## src/sv/oftl_pkg.sv

```systemverilog
// ----------------------------------------------------------------------------
// oftl_pkg
// shared types and constants for the openflow 1.0 flow table lookup core
// ----------------------------------------------------------------------------
package oftl_pkg;

   localparam int DEFAULT_TABLE_DEPTH = 64;

   localparam logic [1:0] CMD_LOOKUP = 2'd0;
   localparam logic [1:0] CMD_APPEND = 2'd1;
   localparam logic [1:0] CMD_REMOVE = 2'd2;
   localparam logic [1:0] CMD_CLEAR  = 2'd3;

   localparam logic [1:0] ST_OK   = 2'd0;
   localparam logic [1:0] ST_FULL = 2'd1;
   localparam logic [1:0] ST_SLOT = 2'd2;

   localparam logic [15:0] ETH_IPV4 = 16'h0800;
   localparam logic [15:0] ETH_ARP  = 16'h0806;
   localparam logic [7:0]  PROTO_ICMP = 8'd1;
   localparam logic [7:0]  PROTO_TCP  = 8'd6;
   localparam logic [7:0]  PROTO_UDP  = 8'd17;

   localparam int WC_PORT = 0;
   localparam int WC_DLSRC = 2;
   localparam int WC_DLDST = 3;
   localparam int WC_DLTYPE = 4;
   localparam int WC_PROTO = 5;
   localparam int WC_TPSRC = 6;
   localparam int WC_TPDST = 7;

   // one table entry, also the packet header on lookup
   typedef struct packed {
      logic [31:0] wildcards;
      logic [15:0] in_port;
      logic [47:0] eth_src;
      logic [47:0] eth_dst;
      logic [15:0] ethertype;
      logic [31:0] ip_src;
      logic [31:0] ip_dst;
      logic [7:0]  ip_proto;
      logic [15:0] tp_src;
      logic [15:0] tp_dst;
      logic [15:0] prio;
   } entry_type;

   // controller to datapath
   typedef struct packed {
      logic load;       // capture request
      logic rd;         // read entry at scan address
      logic wr_append;  // write request entry at count
      logic wr_move;    // write last read entry at request slot
      logic rd_last;    // read entry at count-1
      logic scan_clr;   // restart scan
      logic eval;       // evaluate entry read last cycle
      logic cnt_inc;
      logic cnt_dec;
      logic cnt_clr;
      logic rsp_load;
   } cmd_type;

   // datapath to controller
   typedef struct packed {
      logic [1:0] cmd;
      logic       full;
      logic       bad_slot;
      logic       scan_done;
   } stat_type;

   function automatic logic prefix_ok(input logic [5:0] wild, input logic is_ip,
                                      input logic [31:0] pkt, input logic [31:0] ent);
      logic [31:0] m;
      m = (wild >= 6'd32) ? 32'd0 : (32'hFFFF_FFFF << wild[4:0]);
      return (wild >= 6'd32) || (ent == 32'd0) || (is_ip && ((pkt & m) == (ent & m)));
   endfunction

   function automatic logic entry_match(input entry_type e, input entry_type p);
      logic is_ip, ok, icmp, tcpudp;
      logic [31:0] wc;
      wc = e.wildcards;
      is_ip = p.ethertype == ETH_IPV4;
      icmp = is_ip && p.ip_proto == PROTO_ICMP;
      tcpudp = is_ip && (p.ip_proto == PROTO_TCP || p.ip_proto == PROTO_UDP);
      ok = (wc[WC_PORT] || p.in_port == e.in_port || e.in_port == '0)
         && (wc[WC_DLSRC] || p.eth_src == e.eth_src || e.eth_src == '0)
         && (wc[WC_DLDST] || p.eth_dst == e.eth_dst || e.eth_dst == '0)
         && (wc[WC_DLTYPE] || p.ethertype == e.ethertype || e.ethertype == '0)
         && (wc[WC_PROTO] || !is_ip || p.ip_proto == e.ip_proto || e.ip_proto == '0);
      if (p.ethertype != ETH_ARP) begin
         ok = ok && prefix_ok(wc[13:8], is_ip, p.ip_src, e.ip_src)
                 && prefix_ok(wc[19:14], is_ip, p.ip_dst, e.ip_dst);
         if (tcpudp)
            ok = ok && (wc[WC_TPSRC] || p.tp_src == e.tp_src || e.tp_src == '0)
                    && (wc[WC_TPDST] || p.tp_dst == e.tp_dst || e.tp_dst == '0);
         else if (icmp)
            ok = ok && (wc[WC_TPSRC] || {8'd0, p.tp_src[7:0]} == e.tp_src
                        || e.tp_src == '0)
                    && (wc[WC_TPDST] || {8'd0, p.tp_dst[7:0]} == e.tp_dst
                        || e.tp_dst == '0);
      end
      return ok;
   endfunction

endpackage

```

## src/sv/oftl_ctrl.sv

```systemverilog
// ----------------------------------------------------------------------------
// oftl_ctrl
// command sequencer for the flow table core
// ----------------------------------------------------------------------------
module oftl_ctrl (
   input  logic               clock,
   input  logic               reset,
   input  logic               req_valid,
   output logic               req_stall,
   output logic               rsp_valid,
   input  logic               rsp_stall,
   input  oftl_pkg::stat_type stat,
   output oftl_pkg::cmd_type  cmd
);
   localparam logic [2:0] S_IDLE = 3'd0;
   localparam logic [2:0] S_DISP = 3'd1;
   localparam logic [2:0] S_SCAN = 3'd2;
   localparam logic [2:0] S_MOVE = 3'd3;
   localparam logic [2:0] S_RSP  = 3'd4;

   logic [2:0] state_ff, state_in;
   logic       rsp_valid_ff, rsp_valid_in;

   assign req_stall = (state_ff != S_IDLE) || rsp_valid_ff;
   assign rsp_valid = rsp_valid_ff;

   always_comb begin
      state_in = state_ff;
      rsp_valid_in = rsp_valid_ff && rsp_stall;
      cmd = '0;
      case (state_ff)
         S_IDLE: begin
            if (req_valid && !req_stall) begin
               cmd.load = 1'b1;
               state_in = S_DISP;
            end
         end
         S_DISP: begin
            case (stat.cmd)
               oftl_pkg::CMD_LOOKUP: begin
                  cmd.scan_clr = 1'b1;
                  state_in = S_SCAN;
               end
               oftl_pkg::CMD_APPEND: begin
                  if (!stat.full) begin
                     cmd.wr_append = 1'b1;
                     cmd.cnt_inc = 1'b1;
                  end
                  state_in = S_RSP;
               end
               oftl_pkg::CMD_REMOVE: begin
                  if (stat.bad_slot) state_in = S_RSP;
                  else begin
                     cmd.rd_last = 1'b1;
                     state_in = S_MOVE;
                  end
               end
               default: begin
                  cmd.cnt_clr = 1'b1;
                  state_in = S_RSP;
               end
            endcase
         end
         S_SCAN: begin
            // read of one slot overlaps evaluation of the previous one
            cmd.rd = 1'b1;
            cmd.eval = 1'b1;
            if (stat.scan_done) state_in = S_RSP;
         end
         S_MOVE: begin
            cmd.wr_move = 1'b1;
            cmd.cnt_dec = 1'b1;
            state_in = S_RSP;
         end
         S_RSP: begin
            cmd.rsp_load = 1'b1;
            rsp_valid_in = 1'b1;
            state_in = S_IDLE;
         end
         default: state_in = S_IDLE;
      endcase
   end

   always_ff @(posedge clock) begin
      if (reset) begin
         state_ff <= S_IDLE;
         rsp_valid_ff <= 1'b0;
      end else begin
         state_ff <= state_in;
         rsp_valid_ff <= rsp_valid_in;
      end
   end
endmodule

```

## config.mk

```make
export PLATFORM = sky130hd
export DESIGN_NAME = oftl_ctrl
export DESIGN_NICKNAME = d
export VERILOG_FILES = /design/src/sv/oftl_pkg.sv /design/src/sv/oftl_ctrl.sv
export SDC_FILE = /design/constraint.sdc
export NUM_CORES = 1
export LEC_CHECK = 0
export ABC_CLOCK_PERIOD_IN_PS = 1380
export BUFFER_PORTS_ARGS = -buffer_cell sky130_fd_sc_hd__buf_2
export CAP_MARGIN = 20
export CORE_AREA = 4 4 41 43
export CTS_CLUSTER_DIAMETER = 120
export DETAILED_ROUTE_END_ITERATION = 12
export DIE_AREA = 0 0 45 47
export GPL_TIMING_DRIVEN = 0
export PLACE_DENSITY = 0.63
export SYNTH_ARGS = -nofsm -noshare
export SYNTH_HDL_FRONTEND = slang
export SYNTH_SLANG_ARGS = --single-unit
```

## constraint.sdc

```tcl
create_clock -name clock -period 1.38 [get_ports clock]
set_clock_uncertainty 0.15 [all_clocks]
set_input_delay 0.207 -clock clock [delete_from_list [all_inputs] [get_ports clock]]
set_output_delay 0.207 -clock clock [all_outputs]
set_load 0.01 [all_outputs]
```

-- Word-level counts from Yosys, hierarchy flattened
Cells that the tools add are included.
- reduce and logical (&&, ||, !) cells: 9
- muxes and demuxes: 20
- eq/ne operators: 8
- operators with widths (cell ; number):
    two-way mux 1 bit ; 14
    case mux 3 bit (4 select lines) ; 1
    two-way mux 3 bit ; 3
    equality test 3 x 2 -> 1 bit (second input constant) ; 2
    case mux 3 bit (2 select lines) ; 1
    != test 2 bit (second input constant) ; 2
    equality test 3 x 1 -> 1 bit (second input constant) ; 1
    equality test 3 bit (second input constant) ; 1
    zero test 3 bit ; 1
    nonzero test 3 bit ; 1
    OR reduction 3 bit ; 1
    equality test 2 x 1 -> 1 bit (second input constant) ; 1
    equality test 2 bit (second input constant) ; 1
    logical AND 1 bit ; 2
    zero test 2 bit ; 1
    two-way mux 2 bit ; 1
    AND reduction 2 bit ; 1
    zero test 1 bit ; 1
    logical OR 1 bit ; 1
- output and inout bits: 13
- input port bits: 9
- word-level logic and storage cells: 39
- flip-flop bits (word level): 4

-- Depth between registers and ports, before layout
- depth in word-level cells: 6
- depth in mapped cells: 5
- gate-level depth less buffers: 3

-- Worst setup path after synthesis
Ideal clock, no wire load.
- path type: flip-flop to output port
- start: register state_ff[0]
- end: output port cmd[8] in the netlist's numbering
- cell stages (with the launch flop): 6
- slack: -268 ps
- required time: 1023 ps
- buffers on the path: 2
- arrival: 1291 ps
- path through: dfxtp_1 -> buf_2 -> nor3b_1 -> nand2_1 -> nor3_1 -> buf_4
- RTL lines (element ; line ; RTL):
    from (decl) ; oftl_ctrl.sv:21 ; logic [2:0] state_ff, state_in;
    from (signal assigned) ; oftl_ctrl.sv:89 ; state_ff <= state_in;
    to (decl) ; oftl_ctrl.sv:13 ; output oftl_pkg::cmd_type cmd

==> results.txt <==
Status - complete, but fails checks
Failing checks - negative setup slack
Slew margin rel. - 84.91%
RSZ-0062 raised after global routing - true
First-pass GRT wire length - 1449 um
Int Pwr - 0.0006618 W
Synthesized Nets - 47
Post-synth EDFFs - 0
Max Cap Violations - 0
GR Util All Layers - 9.953%
Area Overhead vs Synth - 102.9%
Net switching power figure - 0.0004056 W
Top-area cell type share of the netlist area - 26.45%
Fin crit share - 126.9%
DRC - 0
Worst Setup End Kind - output pin
Fin. max-slew vios - 0
CTS max path bufs - 2
Port Buffers - 21
Fin nets - 79
Gate count of the mapped netlist - 38
Distinct cell type count after synthesis - 19
Most used DFF post-synth - dfxtp_1
Clk_lat worst skew - 230 ps
Maximum clock rate - 570.8 MHz
Final wirelength - 956 um
Avg Inst Size Synth - 7.968 sq um
Clock power frac - 13.5%
Worst Hold Class - input pin to register
CTS tree - yes
Row count - 13
Post-Syn Area - 302.8 sq um
DRT Pass-1 Iters - 1
Clock Sinks - 4
Routed length per instance - 11.52 um
Largest net degree at the start of global routing - 10
Worst-margin pin slew - 224.3 ps
Net Sw Frac - 38.00%
Critical Path AT - 1390 ps
Antenna cells - 0
Worst-path fanout max - 3
Fillers - 140
Vias in the first global route - 361
DIE HEIGHT - 47 um
Seq pwr share - 17.5%
# IOs - 22
Post-layout power - 0.001067 W
Placed cell area - 451.7 sq um
Die ar. - 2115 sq um
Combinational group share of total power - 69.0%
WS Path Type - register to output pin
Detail Placement HPWL - 616.5 um
Synth top area cells - dfxtp_1 (26%), buf_4 (9.9%), nor3b_1 (9.9%)
Final hold vios - 0
Initial Util - 23.27%
Post-synthesis register bit count - 4
Seq/Total Area, Yosys - 26.45%
Power per cell area - 1737 nW/um^2
Vias/cell - 4.542
Maximum level of the CTS H-tree - 1
CTS Buf Count - 3
Remaining Overflow, GRT - 0
Syn. warnings - 0
Root buffer cell - clkbuf_4
Share of layout cells above drive strength 1 - 70.59%
VDD IR-drop max - 0.7926 mV
Asr flop ratio synth - 0%
DR iter-0 viols - 0
Core box area - 1301 sq um
Chip Width - 45 um
Reg clk slew, reported paths - 40 ps
CP Data Required Time - 1020 ps
Final setup fails - 12
Final min period - 1752 ps
Via count - 377
Top cells by count, synth - a21oi_1 (4), buf_4 (4), dfxtp_1 (4), nor3b_1 (4), nor3_1 (3)
GP Congestion - 0.7564
Initial antenna violation count - 0
CP Launch Type - register
Post-route setup slack - -371.8 ps
Routed Antenna Nets - 0
Final Instance Area - 614.3 sq um
Area leader, netlist - dfxtp_1
Pleak - 0.3119 nW
cell type report:
cell class,count,area [sq um],share of cell area [%]
plain buffers,3,22.52,3.666
multi-input cells,26,250.2,40.73
flip-flops and latches,4,86.33,14.05
repair buffers,30,206.4,33.60
clock buffers,3,22.52,3.666
well taps,15,18.77,3.055
inverters,2,7.507,1.222
metrics by stage:
stage,TNS [ps],hold slack [ps],worst slack (ps),utilization [%],cells
6_report,-2615,42.31,-371.8,47.21,83
5_1_grt,-3702,36.20,-450.4,47.21,83
4_1_cts,-3847,33.80,-467.9,40.67,81
3_5_place_dp,-659.3,286.6,-253.1,34.71,74
3_3_place_gp,-583.3,278.9,-239.4,34.71,74
2_1_floorplan,-310.7,129.4,-138.2,-,38
metal layers:
metal / GRT usage (%) / part of all wire [%] / vias to the layer above
met2: 15.25 / 51 / 17
met1: 11.59 / 39 / 163
met4: 8.772 / 0 / 0
met5: 0 / 0 / -
li1: - / - / 197
met3: 2.299 / 9.7 / 0
power by group through the flow:
stage	clock [W]	sequential, W	combinational (W)
final	0.000144	0.000187	0.000737
after global routing	0.000165	0.000193	0.000812
after CTS	0.000153	0.000180	0.000560
after detailed placement	0	0.000163	0.000476
after global placement	0	0.000162	0.000471
after floorplan	0	0.000164	0.000338
timing repair:
item | in CTS | in global routing
hold buffers | 0 | 0
setup buffers | 5 | 4
endpoints found under the setup margin | 13 | 16
pin swaps | 4 | 5
gates resized for setup | 7 | 14
flip-flops by register name, summed over array words and instances, names as in the netlist:
register and count:
state_ff 3, rsp_valid 1
path summary, 6_finish.rpt:
check | from | endpoint | slack, ps | depth (start not counted)
hold reg to reg | rsp_valid | rsp_valid | 410 | 2
setup reg to reg | state_ff[2] | state_ff[1] | 20 | 3
hold / removal | reset | state_ff[2] | 40 | 2
setup / recovery | state_ff[2] | cmd[6] | -370 | 3
cells in the final DEF (no fill, tap or decap):
master,n
a41oi_1,1
clkbuf_4,3
nor4_4,1
buf_12,1
and3_1,1
a211oi_2,1
or4b_4,1
dfxtp_1,1
nor2_1,2
and3b_1,1
nor3_2,1
nor3b_4,4
buf_2,20
nand2b_1,2
dfxtp_2,2
nor3_4,1
buf_8,1
buf_6,3
buf_4,8
a21oi_1,4
a21o_1,1
nand2_1,1
dfxtp_4,1
nor4_1,1
o21a_1,2
nor3_1,1
inv_1,2
critical path: stages, from the launching register on:
cell	delay, ps
dfxtp_4	340
or4b_4	510
nor3b_4	170
buf_2	150
cell families (layout without fill, tap and decap cells):
logic type | after synthesis | count (layout) | share of synthesized area (%)
AND/OR/NAND/NOR | 17 | 17 | 36.36
buffers and inverters | 8 | 38 | 17.77
flip-flops | 4 | 4 | 26.45
AO/OA/AOI/OAI | 9 | 9 | 19.42
Power figures use the tool's default switching activity.
